### config.mk
export PLATFORM = sky130hd
export DESIGN_NAME = fetch_window_slot_table_unit
export DESIGN_NICKNAME = d
export VERILOG_FILES = /design/src/hw/rtl/fwst_pkg.sv /design/src/hw/rtl/fwst_cell.sv /design/src/hw/rtl/fetch_window_slot_table_unit.sv
export SDC_FILE = /design/constraint.sdc
export NUM_CORES = 2
export LEC_CHECK = 0
export BUFFER_PORTS_ARGS = -buffer_cell sky130_fd_sc_hd__buf_2
export CAP_MARGIN = 20
export CORE_UTILIZATION = 41
export DETAILED_ROUTE_END_ITERATION = 16
export GPL_TIMING_DRIVEN = 0
export PLACE_DENSITY = 0.6
export RECOVER_POWER = 25
export REMOVE_ABC_BUFFERS = 1
export SYNTH_ARGS = -nofsm -noshare
export SYNTH_HDL_FRONTEND = slang
export SYNTH_HIERARCHICAL = 1
export SYNTH_SLANG_ARGS = --single-unit
### constraint.sdc
create_clock -name clk -period 9 [get_ports clk]
set_input_delay 0.45 -clock clk [delete_from_list [all_inputs] [get_ports clk]]
set_output_delay 0.45 -clock clk [all_outputs]
set_load 0.01 [all_outputs]
### src/hw/rtl/fwst_pkg.sv
package fwst_pkg;

	// fixed port widths
	localparam int CMD_W     = 3;
	localparam int CHUNK_W   = 32;
	localparam int HANDLE_W  = 16;
	localparam int STATUS_W  = 3;
	localparam int CAP_W     = 5;

	// default geometry
	localparam int SLOTS_DEF       = 16;
	localparam int INDEX_BITS_DEF  = 32;
	localparam int HANDLE_BITS_DEF = 16;

	localparam logic [CAP_W-1:0] CAP_RESET = 5'd16;

	// command codes
	localparam logic [CMD_W-1:0] CMD_LOOKUP  = 3'd0;
	localparam logic [CMD_W-1:0] CMD_CLAIM   = 3'd1;
	localparam logic [CMD_W-1:0] CMD_PUBLISH = 3'd2;
	localparam logic [CMD_W-1:0] CMD_CANCEL  = 3'd3;
	localparam logic [CMD_W-1:0] CMD_ADVANCE = 3'd4;
	localparam logic [CMD_W-1:0] CMD_CLEAR   = 3'd5;

	// status codes
	localparam logic [STATUS_W-1:0] STS_MUST_FETCH = 3'd0;
	localparam logic [STATUS_W-1:0] STS_READY      = 3'd1;
	localparam logic [STATUS_W-1:0] STS_FETCHING   = 3'd2;
	localparam logic [STATUS_W-1:0] STS_FULL       = 3'd3;
	localparam logic [STATUS_W-1:0] STS_DONE       = 3'd4;
	localparam logic [STATUS_W-1:0] STS_IGNORED    = 3'd5;

	// update broadcast to the slot cells
	typedef enum logic [2:0] {
		APPLY_NONE,
		APPLY_SET_READY,
		APPLY_REMOVE,
		APPLY_INSERT,
		APPLY_ADVANCE,
		APPLY_CLEAR
	} apply_op_t;

	// flags of the scan record passed down the cell chain
	typedef struct packed {
		logic match;
		logic match_ready;
		logic victim_found;
		logic spot_found;
	} scan_flags_t;

endpackage

### src/hw/rtl/fwst_cell.sv
module fwst_cell #(
	parameter int INDEX_BITS  = fwst_pkg::INDEX_BITS_DEF,
	parameter int HANDLE_BITS = fwst_pkg::HANDLE_BITS_DEF,
	parameter int POS         = 0,
	parameter int POS_W       = 1,
	parameter int CNT_W       = 1
) (
	input  logic                         clk,
	input  logic                         arst_n,
	// broadcast key and handle
	input  logic [INDEX_BITS-1:0]        key,
	input  logic [HANDLE_BITS-1:0]       hnd,
	// scan record from the previous cell
	input  fwst_pkg::scan_flags_t        flags_in,
	input  logic [HANDLE_BITS-1:0]       match_handle_in,
	input  logic [POS_W-1:0]             match_pos_in,
	input  logic [INDEX_BITS-1:0]        victim_index_in,
	input  logic [POS_W-1:0]             victim_pos_in,
	input  logic [POS_W-1:0]             spot_pos_in,
	input  logic [CNT_W-1:0]             used_in,
	// scan record to the next cell
	output fwst_pkg::scan_flags_t        flags_out,
	output logic [HANDLE_BITS-1:0]       match_handle_out,
	output logic [POS_W-1:0]             match_pos_out,
	output logic [INDEX_BITS-1:0]        victim_index_out,
	output logic [POS_W-1:0]             victim_pos_out,
	output logic [POS_W-1:0]             spot_pos_out,
	output logic [CNT_W-1:0]             used_out,
	// update
	input  fwst_pkg::apply_op_t          apply_op,
	input  logic [POS_W-1:0]             apply_pos
);

	localparam logic [POS_W-1:0] MY_POS = POS_W'(POS);

	logic                   valid_q;
	logic                   ready_q;
	logic [INDEX_BITS-1:0]  index_q;
	logic [HANDLE_BITS-1:0] handle_q;

	fwst_pkg::scan_flags_t  flags_q, flags_d;
	logic [HANDLE_BITS-1:0] match_handle_q, match_handle_d;
	logic [POS_W-1:0]       match_pos_q, match_pos_d;
	logic [INDEX_BITS-1:0]  victim_index_q, victim_index_d;
	logic [POS_W-1:0]       victim_pos_q, victim_pos_d;
	logic [POS_W-1:0]       spot_pos_q, spot_pos_d;
	logic [CNT_W-1:0]       used_q, used_d;

	logic hit;
	logic sel;

	assign hit = valid_q && (index_q == key);
	assign sel = (apply_pos == MY_POS);

	// fold this slot into the scan record
	always_comb begin
		flags_d        = flags_in;
		match_handle_d = match_handle_in;
		match_pos_d    = match_pos_in;
		victim_index_d = victim_index_in;
		victim_pos_d   = victim_pos_in;
		spot_pos_d     = spot_pos_in;
		used_d         = used_in + CNT_W'(valid_q);
		if (hit && !flags_in.match) begin
			flags_d.match       = 1'b1;
			flags_d.match_ready = ready_q;
			match_handle_d      = handle_q;
			match_pos_d         = MY_POS;
		end
		if (!valid_q && !flags_in.spot_found) begin
			flags_d.spot_found = 1'b1;
			spot_pos_d         = MY_POS;
		end
		if (valid_q && ready_q &&
				(!flags_in.victim_found || (index_q < victim_index_in))) begin
			flags_d.victim_found = 1'b1;
			victim_index_d       = index_q;
			victim_pos_d         = MY_POS;
		end
	end

	always_ff @(posedge clk or negedge arst_n) begin
		if (!arst_n) begin
			flags_q <= '0;
		end else begin
			flags_q <= flags_d;
		end
	end

	always_ff @(posedge clk) begin
		match_handle_q <= match_handle_d;
		match_pos_q    <= match_pos_d;
		victim_index_q <= victim_index_d;
		victim_pos_q   <= victim_pos_d;
		spot_pos_q     <= spot_pos_d;
		used_q         <= used_d;
	end

	assign flags_out        = flags_q;
	assign match_handle_out = match_handle_q;
	assign match_pos_out    = match_pos_q;
	assign victim_index_out = victim_index_q;
	assign victim_pos_out   = victim_pos_q;
	assign spot_pos_out     = spot_pos_q;
	assign used_out         = used_q;

	// slot flags
	always_ff @(posedge clk or negedge arst_n) begin
		if (!arst_n) begin
			valid_q <= 1'b0;
			ready_q <= 1'b0;
		end else begin
			case (apply_op)
				fwst_pkg::APPLY_SET_READY: begin
					if (sel) begin
						ready_q <= 1'b1;
					end
				end
				fwst_pkg::APPLY_REMOVE: begin
					if (sel) begin
						valid_q <= 1'b0;
						ready_q <= 1'b0;
					end
				end
				fwst_pkg::APPLY_INSERT: begin
					if (sel) begin
						valid_q <= 1'b1;
						ready_q <= 1'b0;
					end
				end
				fwst_pkg::APPLY_ADVANCE: begin
					if (valid_q && (index_q < key)) begin
						valid_q <= 1'b0;
						ready_q <= 1'b0;
					end
				end
				fwst_pkg::APPLY_CLEAR: begin
					valid_q <= 1'b0;
					ready_q <= 1'b0;
				end
				default: begin
				end
			endcase
		end
	end

	// slot payload
	always_ff @(posedge clk) begin
		if (sel && (apply_op == fwst_pkg::APPLY_SET_READY)) begin
			handle_q <= hnd;
		end
		if (sel && (apply_op == fwst_pkg::APPLY_INSERT)) begin
			index_q  <= key;
			handle_q <= '0;
		end
	end

endmodule

### src/hw/rtl/fetch_window_slot_table_unit.sv
// a request is captured in idle, its scan record then passes through the register of every cell,
// and the result is loaded into the output register from the finish state; no new request is taken until then
// a new request is taken while the previous result still waits at the output register
// reset: asynchronous, active low; all slots empty, capacity 16, no result pending
module fetch_window_slot_table_unit #(
	parameter int SLOTS       = fwst_pkg::SLOTS_DEF,
	parameter int INDEX_BITS  = fwst_pkg::INDEX_BITS_DEF,
	parameter int HANDLE_BITS = fwst_pkg::HANDLE_BITS_DEF
) (
	input  logic                            clk,
	input  logic                            arst_n,
	// configuration write channel
	input  logic                            cfg_valid,
	output logic                            cfg_ready,
	input  logic [fwst_pkg::CAP_W-1:0]      cfg_data,
	// request channel
	input  logic                            in_valid,
	output logic                            in_ready,
	input  logic [fwst_pkg::CMD_W-1:0]      command,
	input  logic [fwst_pkg::CHUNK_W-1:0]    chunk_index,
	input  logic [fwst_pkg::HANDLE_W-1:0]   data_handle,
	// result channel
	output logic                            out_valid,
	input  logic                            out_ready,
	output logic [fwst_pkg::STATUS_W-1:0]   status,
	output logic                            ready_res,
	output logic [fwst_pkg::HANDLE_W-1:0]   handle_out
);

	localparam int POS_W   = (SLOTS > 1) ? $clog2(SLOTS) : 1;
	localparam int CNT_W   = $clog2(SLOTS + 1);
	localparam int CAP_W   = fwst_pkg::CAP_W;
	localparam int CMP_W   = (CNT_W > CAP_W) ? CNT_W : CAP_W;
	localparam int HOUT_W  = fwst_pkg::HANDLE_W;

	typedef enum logic [2:0] {
		ST_IDLE   = 3'b001,
		ST_SCAN   = 3'b010,
		ST_FINISH = 3'b100
	} state_t;

	state_t state_q;

	// request latched for the whole scan
	logic [fwst_pkg::CMD_W-1:0] cmd_q;
	logic [INDEX_BITS-1:0]      idx_q;
	logic [HANDLE_BITS-1:0]     hnd_q;
	logic [POS_W-1:0]           scan_cnt_q;

	logic [CAP_W-1:0]           capacity_q;

	// output register
	logic                       out_valid_q;
	logic [fwst_pkg::STATUS_W-1:0] status_q;
	logic                       ready_res_q;
	logic [HOUT_W-1:0]          handle_out_q;

	// scan record chain, one link per cell plus the head
	fwst_pkg::scan_flags_t  flags_c        [SLOTS+1];
	logic [HANDLE_BITS-1:0] match_handle_c [SLOTS+1];
	logic [POS_W-1:0]       match_pos_c    [SLOTS+1];
	logic [INDEX_BITS-1:0]  victim_index_c [SLOTS+1];
	logic [POS_W-1:0]       victim_pos_c   [SLOTS+1];
	logic [POS_W-1:0]       spot_pos_c     [SLOTS+1];
	logic [CNT_W-1:0]       used_c         [SLOTS+1];

	fwst_pkg::apply_op_t    apply_op;
	logic [POS_W-1:0]       apply_pos;

	// decision taken at the end of the scan
	logic [fwst_pkg::STATUS_W-1:0] dec_status;
	logic                          dec_ready;
	logic [HOUT_W-1:0]             dec_handle;
	fwst_pkg::apply_op_t           dec_op;
	logic [POS_W-1:0]              dec_pos;

	logic [CMP_W-1:0] cap_eff;
	logic [CMP_W-1:0] used_ext;
	logic             at_capacity;
	logic             finish_go;

	// config register, always writable (the host must write it only while idle; the block does not enforce this)
	assign cfg_ready = 1'b1;

	always_ff @(posedge clk or negedge arst_n) begin
		if (!arst_n) begin
			capacity_q <= fwst_pkg::CAP_RESET;
		end else if (cfg_valid) begin
			capacity_q <= cfg_data;
		end
	end

	// head of the chain starts with an empty record
	assign flags_c[0]        = '0;
	assign match_handle_c[0] = '0;
	assign match_pos_c[0]    = '0;
	assign victim_index_c[0] = '0;
	assign victim_pos_c[0]   = '0;
	assign spot_pos_c[0]     = '0;
	assign used_c[0]         = '0;

	// one cell per slot; each registers the record and hands it on
	for (genvar g = 0; g < SLOTS; g++) begin : g_cell
		fwst_cell #(
			.INDEX_BITS  (INDEX_BITS),
			.HANDLE_BITS (HANDLE_BITS),
			.POS         (g),
			.POS_W       (POS_W),
			.CNT_W       (CNT_W)
		) u_cell (
			.clk              (clk),
			.arst_n           (arst_n),
			.key              (idx_q),
			.hnd              (hnd_q),
			.flags_in         (flags_c[g]),
			.match_handle_in  (match_handle_c[g]),
			.match_pos_in     (match_pos_c[g]),
			.victim_index_in  (victim_index_c[g]),
			.victim_pos_in    (victim_pos_c[g]),
			.spot_pos_in      (spot_pos_c[g]),
			.used_in          (used_c[g]),
			.flags_out        (flags_c[g+1]),
			.match_handle_out (match_handle_c[g+1]),
			.match_pos_out    (match_pos_c[g+1]),
			.victim_index_out (victim_index_c[g+1]),
			.victim_pos_out   (victim_pos_c[g+1]),
			.spot_pos_out     (spot_pos_c[g+1]),
			.used_out         (used_c[g+1]),
			.apply_op         (apply_op),
			.apply_pos        (apply_pos)
		);
	end

	// effective capacity is min(capacity, SLOTS)
	always_comb begin
		cap_eff = CMP_W'(capacity_q);
		if (cap_eff > CMP_W'(SLOTS)) begin
			cap_eff = CMP_W'(SLOTS);
		end
	end

	assign used_ext    = CMP_W'(used_c[SLOTS]);
	assign at_capacity = (used_ext >= cap_eff);

	// result and update from the completed scan record
	always_comb begin
		dec_status = fwst_pkg::STS_IGNORED;
		dec_ready  = 1'b0;
		dec_handle = '0;
		dec_op     = fwst_pkg::APPLY_NONE;
		dec_pos    = '0;
		case (cmd_q)
			fwst_pkg::CMD_LOOKUP: begin
				if (flags_c[SLOTS].match) begin
					if (flags_c[SLOTS].match_ready) begin
						dec_status = fwst_pkg::STS_READY;
						dec_ready  = 1'b1;
						dec_handle = HOUT_W'(match_handle_c[SLOTS]);
					end else begin
						dec_status = fwst_pkg::STS_FETCHING;
					end
				end
			end
			fwst_pkg::CMD_CLAIM: begin
				if (flags_c[SLOTS].match) begin
					dec_status = flags_c[SLOTS].match_ready ? fwst_pkg::STS_READY
						: fwst_pkg::STS_FETCHING;
				end else if (at_capacity) begin
					// evict the ready slot with the smallest index
					if (flags_c[SLOTS].victim_found) begin
						dec_status = fwst_pkg::STS_MUST_FETCH;
						dec_op     = fwst_pkg::APPLY_INSERT;
						dec_pos    = victim_pos_c[SLOTS];
					end else begin
						dec_status = fwst_pkg::STS_FULL;
					end
				end else if (flags_c[SLOTS].spot_found) begin
					dec_status = fwst_pkg::STS_MUST_FETCH;
					dec_op     = fwst_pkg::APPLY_INSERT;
					dec_pos    = spot_pos_c[SLOTS];
				end else begin
					dec_status = fwst_pkg::STS_FULL;
				end
			end
			fwst_pkg::CMD_PUBLISH: begin
				if (flags_c[SLOTS].match) begin
					dec_status = fwst_pkg::STS_DONE;
					dec_op     = fwst_pkg::APPLY_SET_READY;
					dec_pos    = match_pos_c[SLOTS];
				end
			end
			fwst_pkg::CMD_CANCEL: begin
				// only a fetching entry may be dropped
				if (flags_c[SLOTS].match && !flags_c[SLOTS].match_ready) begin
					dec_status = fwst_pkg::STS_DONE;
					dec_op     = fwst_pkg::APPLY_REMOVE;
					dec_pos    = match_pos_c[SLOTS];
				end
			end
			fwst_pkg::CMD_ADVANCE: begin
				dec_status = fwst_pkg::STS_DONE;
				dec_op     = fwst_pkg::APPLY_ADVANCE;
			end
			fwst_pkg::CMD_CLEAR: begin
				dec_status = fwst_pkg::STS_DONE;
				dec_op     = fwst_pkg::APPLY_CLEAR;
			end
			default: begin
			end
		endcase
	end

	// finish once the output register can take the result
	assign finish_go = (state_q == ST_FINISH) && (!out_valid_q || out_ready);

	// update goes to the cells in the same cycle the result is loaded
	assign apply_op  = finish_go ? dec_op : fwst_pkg::APPLY_NONE;
	assign apply_pos = dec_pos;

	assign in_ready = (state_q == ST_IDLE);

	// sequencer
	always_ff @(posedge clk or negedge arst_n) begin
		if (!arst_n) begin
			state_q    <= ST_IDLE;
			scan_cnt_q <= '0;
		end else begin
			unique case (state_q)
				ST_IDLE: begin
					if (in_valid) begin
						state_q    <= ST_SCAN;
						scan_cnt_q <= '0;
					end
				end
				ST_SCAN: begin
					// stay here until the record has passed through every cell to the tail
					if (scan_cnt_q == POS_W'(SLOTS - 1)) begin
						state_q <= ST_FINISH;
					end else begin
						scan_cnt_q <= scan_cnt_q + 1'b1;
					end
				end
				ST_FINISH: begin
					if (finish_go) begin
						state_q <= ST_IDLE;
					end
				end
				default: begin
					state_q <= ST_IDLE;
				end
			endcase
		end
	end

	// request capture
	always_ff @(posedge clk) begin
		if (in_valid && in_ready) begin
			cmd_q <= command;
			idx_q <= INDEX_BITS'(chunk_index);
			hnd_q <= HANDLE_BITS'(data_handle);
		end
	end

	// output register
	always_ff @(posedge clk or negedge arst_n) begin
		if (!arst_n) begin
			out_valid_q <= 1'b0;
		end else if (finish_go) begin
			out_valid_q <= 1'b1;
		end else if (out_ready) begin
			out_valid_q <= 1'b0;
		end
	end

	always_ff @(posedge clk) begin
		if (finish_go) begin
			status_q     <= dec_status;
			ready_res_q  <= dec_ready;
			handle_out_q <= dec_handle;
		end
	end

	assign out_valid  = out_valid_q;
	assign status     = status_q;
	assign ready_res  = ready_res_q;
	assign handle_out = handle_out_q;

endmodule

Yosys cells after proc, flatten, opt, wreduce, memory -nomap -nowiden
Cells that the tools add are included.

Flip-flop bits (word level): 1907. Bits in latches: 0. Memory bits (writable): 0. Memory bits (read-only): 0. Input port bits: 61. Word-level logic and storage cells: 853. Memories kept: 0.

Add/subtract/negate cells: 16. Multiply operators: 0. Div/mod/pow operators: 0. $lt $le $gt $ge: 33. Equality and inequality tests: 129. Shifts and indexed selects: 0. Muxes and demuxes: 195. Bitwise logic cells: 0. Reductions and logical operators: 250.

Operator list (number): 32-bit less-than comparator (31); 32-bit == test (16); 32-bit 2-to-1 mux (14); 16-bit 2-to-1 mux (15); 2-bit by 1-bit != test with 1-bit output, second input constant (80); 1-bit logical AND (128); 1-bit case mux with 4 select lines (32); 4-bit AND reduction (32); 1-bit 2-to-1 mux (89); 5-bit by 1-bit adder with 5-bit output (14); 1-bit zero test (62); 2-bit 2-to-1 mux (22); 4-bit == test, second input constant (9); 4-bit 2-to-1 mux (8); 3-bit case mux with 5 select lines (2); 3-bit 2-to-1 mux (9); 4-bit by 3-bit == test with 1-bit output, second input constant (4); 1-bit logical OR (16); 3-bit by 2-bit == test with 1-bit output, second input constant (5); 3-bit == test, second input constant (5); 4-bit case mux with 3 select lines (1); 3-bit by 1-bit == test with 1-bit output, second input constant (3); 3-bit case mux with 3 select lines (1); 3-bit AND reduction (3); other kinds (15) (22).

Depth between registers and ports, before layout
Depth in word-level cells: 11. Mapped depth: 13. Depth with buffers taken out: 13.

Cells and area by module
The synthesis kept the hierarchy.

By module, submodules not included: fwst_cell at g_cell[11].u_cell ... (times used 4, cells each 495, area an instance 5550.3 um^2, seq. area each 2732.6 um^2); fwst_cell at g_cell[10].u_cell ... (times used 3, cells each 492, area an instance 5579.1 um^2, seq. area each 2732.6 um^2); fwst_cell at g_cell[12].u_cell ... (times used 2, cells each 492, area an instance 5575.3 um^2, seq. area each 2732.6 um^2); fwst_cell at g_cell[1].u_cell ... (times used 2, cells each 492, area an instance 5559.1 um^2, seq. area each 2732.6 um^2); fwst_cell at g_cell[4].u_cell ... (times used 2, cells each 491, area an instance 5530.3 um^2, seq. area each 2732.6 um^2); fwst_cell at g_cell[9].u_cell (times used 1, cells each 687, area an instance 6478.7 um^2, seq. area each 2732.6 um^2); fwst_cell at g_cell[15].u_cell (times used 1, cells each 495, area an instance 5551.6 um^2, seq. area each 2732.6 um^2); fwst_cell at g_cell[0].u_cell (times used 1, cells each 492, area an instance 5545.3 um^2, seq. area each 2732.6 um^2); fetch_window_slot_table_unit (times used 1, cells each 195, area an instance 3254.4 um^2, seq. area each 2459.9 um^2).

Worst setup path before layout
No wires, ideal clock.

Kind: register to register. Start point: register capacity_q[4]. End point: register g_cell[9].u_cell.index_q[0] (enable). Library setup time: 421 ps. Arrival: 9174 ps. Required time: 8579 ps. Path slack: -595 ps. Cell stages (with the launch flop): 11. Path buffers: 1. Cell sequence: dfstp_2 > nor2b_1 > ha_1 > nand2b_4 > a211oi_4 > o21ai_4 > mux2i_1 > o21ai_0 > clkinv_1 > clkbuf_1 > nor2_1.

Cells in the longest elaborated chain, start to end: 9. Elaborated cells on any way between the ends: 13.

Ends and longest elaborated chain: from (decl) (line fetch_window_slot_table_unit.sv:50) `logic [CAP_W-1:0] capacity_q;`; from (signal assigned) (line fetch_window_slot_table_unit.sv:87) `capacity_q <= fwst_pkg::CAP_RESET;`; from (signal assigned) (line fetch_window_slot_table_unit.sv:89) `capacity_q <= cfg_data;`; 5-bit greater-than comparator (line fetch_window_slot_table_unit.sv:137) `if (cap_eff > CMP_W'(SLOTS)) begin`; 5-bit 2-to-1 mux * (line fetch_window_slot_table_unit.sv:137); 5-bit >= comparator * (line fetch_window_slot_table_unit.sv:143) `assign at_capacity = (used_ext >= cap_eff);`; 3-bit 2-to-1 mux * (line fetch_window_slot_table_unit.sv:168) `end else if (at_capacity) begin`; 3-bit 2-to-1 mux * (line fetch_window_slot_table_unit.sv:165) `if (flags_c[SLOTS].match) begin`; 3-bit case mux with 5 select lines * (line fetch_window_slot_table_unit.sv:152) `case (cmd_q)`; 3-bit 2-to-1 mux * (line fetch_window_slot_table_unit.sv:217) `assign apply_op = finish_go ? dec_op : fwst_pkg::APPLY_NONE;`; via apply_op[1] (line fetch_window_slot_table_unit.sv:67) `fwst_pkg::apply_op_t apply_op;`; 3-bit by 2-bit == test with 1-bit output * (line fwst_cell.sv:152) `if (sel && (apply_op == fwst_pkg::APPLY_INSERT)) begin`; 1-bit logical AND * (line fwst_cell.sv:152); to (signal assigned) (line fwst_cell.sv:153) `index_q <= key;`; to (decl) (line fwst_cell.sv:38) `logic [INDEX_BITS-1:0] index_q;`.

Mark *: on every way through the listed nets, which the timed path passes. The rest lies on a longest branch. A chain may end at the register's enable or synchronous reset.

Worst setup path in the final report
Start point: register idx_q[19]. End point: register g_cell[12].u_cell.match_handle_q[8].

Cells in the longest elaborated chain, start to end: 4.

Ends and longest elaborated chain: from (decl) (line fetch_window_slot_table_unit.sv:46) `logic [INDEX_BITS-1:0] idx_q;`; from (signal assigned) (line fetch_window_slot_table_unit.sv:259) `idx_q <= INDEX_BITS'(chunk_index);`; 32-bit == test (line fwst_cell.sv:52) `assign hit = valid_q && (index_q == key);`; 1-bit logical AND (line fwst_cell.sv:52); 1-bit logical AND (line fwst_cell.sv:64) `if (hit && !flags_in.match) begin`; 16-bit 2-to-1 mux (line fwst_cell.sv:64); via g_cell[12].u_cell.match_handle_d[8] (line fwst_cell.sv:42) `logic [HANDLE_BITS-1:0] match_handle_q, match_handle_d;`; to (signal assigned) (line fwst_cell.sv:91) `match_handle_q <= match_handle_d;`; to (decl) (line fwst_cell.sv:42).

The timed path passes the listed nets, and every way through them passes these cells.

==> impl_metrics.toml <==
[sta]
max_slew_margin = -1.23
period_share = 0.503
setup_viol = 0
drv_slew = 39
fin_crit_ns = 4.53
clock.fmax_mhz = 221
worst_slew_pin_slew_ns = 3.35
hold_viol = 0
skew_ns = 0.0606
whs_ns = 0.307
rsz0062_at_grt = "no"

[grt]
antenna_found_initial = 0
grtUsageTotal = 0.175
grt_start_max_net_pins = 95
grt_pass1_vias = 59000
grt-ovfl-total = 0
grt_pass1_wl_mm = 316

[worst_setup_path]
r2r_cells = 10
r2r_start = "idx_q[19]$_DFFE_PP_"
required_ns = 9.71
worst_ep_arrival_time_ns = 5.24
worst-setup-path-type = "reg -> reg"
crit_cells = 10
cpMaxStageDelayCell = "clkbuf_1"
worstSetupStartpoint = "idx_q[19]$_DFFE_PP_"
end_kind = "register"
worst_setup_path_start_kind = "register"
crit_fanout = 21
path_cells = "clkbuf_1 -> clkbuf_1 -> inv_1 -> ha_1 -> and4_1 -> nand2_1 -> nor3_1 -> nand4_1 -> or2_2 -> mux2_2"
worst-path-buf-inv = 3
cp_top_family = "buffers and inverters"
reg2reg_slack_ns = 4.47
max_stage_delay_ns = 1.02
crit_end = "g_cell[12].u_cell/match_handle_out[8]$_DFF_P_"
rr_endpoint = "g_cell[12].u_cell/match_handle_out[8]$_DFF_P_"
cpMostUsedCell = "clkbuf_1"

[cts]
cts_root_buf = "clkbuf_16"
cts_buffer_depth = 3
hold_buffers = 65
cts_sinks = 1956
cts_made_buffers = 196
cts_tree = "built"
cts_resized = 0
clock_latency_ns = 0.87
cts_setup_buffers = 0
path_clk_slew_ns = 0.06
h-tree-depth = 4

[final_layout]
area_growth_pct = 13.5
antenna_cells = 0
final_common_cell = "dfxtp_1"
mostFrequentLayoutCells = "dfxtp_1, ha_1, inv_1, nand2_1, edfxtp_1"
finalNetCount = 9681
layout-drive-gt1-share = 0.157
fin_area_um2 = 104000
final_util = 0.469

[status]
status = "complete, but fails checks"
violations = "max-capacitance violations, max-slew violations"

[detailed_routing]
drc_errors = 0
ant_nets = 0
routedWlPerCell_um = 16.9
wl_mm = 198
vias = 57400
dr.pass1.iters = 6
wl_met2_mm = 95.8
routed.top_layer = "met4"
routed_via_density = 4.90
drt-met1-wl_mm = 87.6
met3WireLength_mm = 6.17
drt_iter0_drc = 3075

[job]
max_cap_viol_count = 1

[min_path]
hold_path.class = "in -> reg"

[yosys]
syn_avg_cell_area_um2 = 11.2
synth_warnings = 6
syn_area_um2 = 92000
syn-instance-count = 8209

[placed_design]
dpl_cell_area_um2 = 97400
portBuffers = 82
dp_hpwl_mm = 150
place_congestion = 0.866

[die]
die_w_um = 476
rows = 173
start_util = 0.413
ios = 84
dieHeight_um = 476
core_um2 = 223000
die_area_um2 = 226000

[power_and_ir_drop]
power_switching_share = 0.255
clkPwrFrac = 0.401
power_uw = 20700
p_switching_uw = 5280
powerDensity_nw_per_um2 = 198
seqPwrFrac = 0.483
ir_worst_vdd_mv = 0.182
leakage_uw = 0.0466
cell_internal_pwr_uw = 15400
pwr-share-comb = 0.115
[how the worst min path moves through the flow]
stage	to	slack (ns)	startpoint	cells past startpoint
floorplan	capacity_q[0]$_DFFE_PN0P_	0.15	arst_n	0
global placement	g_cell[1].u_cell/match_pos_out[0]$_SDFF_PP1_	0.39	g_cell[0].u_cell/match_pos_out[0]$_SDFF_PP0_	1
detailed placement	g_cell[14].u_cell/match_pos_out[3]$_SDFF_PP1_	0.39	g_cell[13].u_cell/match_pos_out[3]$_SDFF_PP1_	1
CTS	g_cell[0].u_cell/valid_q$_DFFE_PN0P_	0.08	arst_n	2
global route	cmd_q[1]$_DFFE_PP_	0.27	command[1]	2
finish	cmd_q[0]$_DFFE_PP_	0.31	command[0]	2
[worst reg2reg max path, cell delays in order (launching register included)]
cell	delay, ns
edfxtp_1	0.32
clkbuf_1	1.02
clkbuf_1	0.78
inv_1	0.13
ha_1	0.35
and4_1	0.21
nand2_1	0.10
nor3_1	0.27
nand4_1	0.23
or2_2	0.58
mux2_2	0.41
[final cells by class]
type                            count  area (µm²)
Tap cell                         2975        3720
Timing Repair Buffer              244        2690
Multi-Input combinational cell   5122       41700
Clock inverter                     79        1030
Clock buffer                      286        5760
Sequential cell                  1956       45500
Inverter                         1054        3960
Fill cell                       20100      118000
[flip-flops by register name, indices dropped and copies added (netlist names), 64 cells and up]
| name | cells |
|---|---|
| g_cell.u_cell/spot_pos_out | 64 |
| g_cell.u_cell/used_out | 80 |
| g_cell.u_cell/victim_pos_out | 64 |
| g_cell.u_cell/flags_out | 64 |
| g_cell.u_cell/index_q | 512 |
| g_cell.u_cell/handle_q | 256 |
| g_cell.u_cell/match_handle_out | 256 |
| g_cell.u_cell/match_pos_out | 64 |
| g_cell.u_cell/victim_index_out | 480 |
[layer usage]
metal | track usage | vias up
li1 | - | 29200
met5 | 0 | -
met2 | 0.308 | 918
met1 | 0.213 | 26800
met4 | 0.0731 | 0
met3 | 0.0225 | 391
[through the flow]
step                std cells  setup TNS (ns)  worst slack (ns)
CTS                     11700               0              4.65
detailed placement      11300               0              4.68
global route            11700               0              4.22
finish                  11700               0              4.47
global placement        11200        -4521.32             -9.77
floorplan                8132         -119.74             -1.23
[power by group through the flow]
stage                     combinational [µW]  clock [µW]  sequential [µW]
after global placement                  1930           0            10400
after CTS                               2510        8540            10000
after global routing                    2730        8900            10100
after floorplan                         1510           0            10100
after detailed placement                2470           0            10200
final                                   2380        8310            10000
Note: power is estimated with default switching activity, not from simulation.
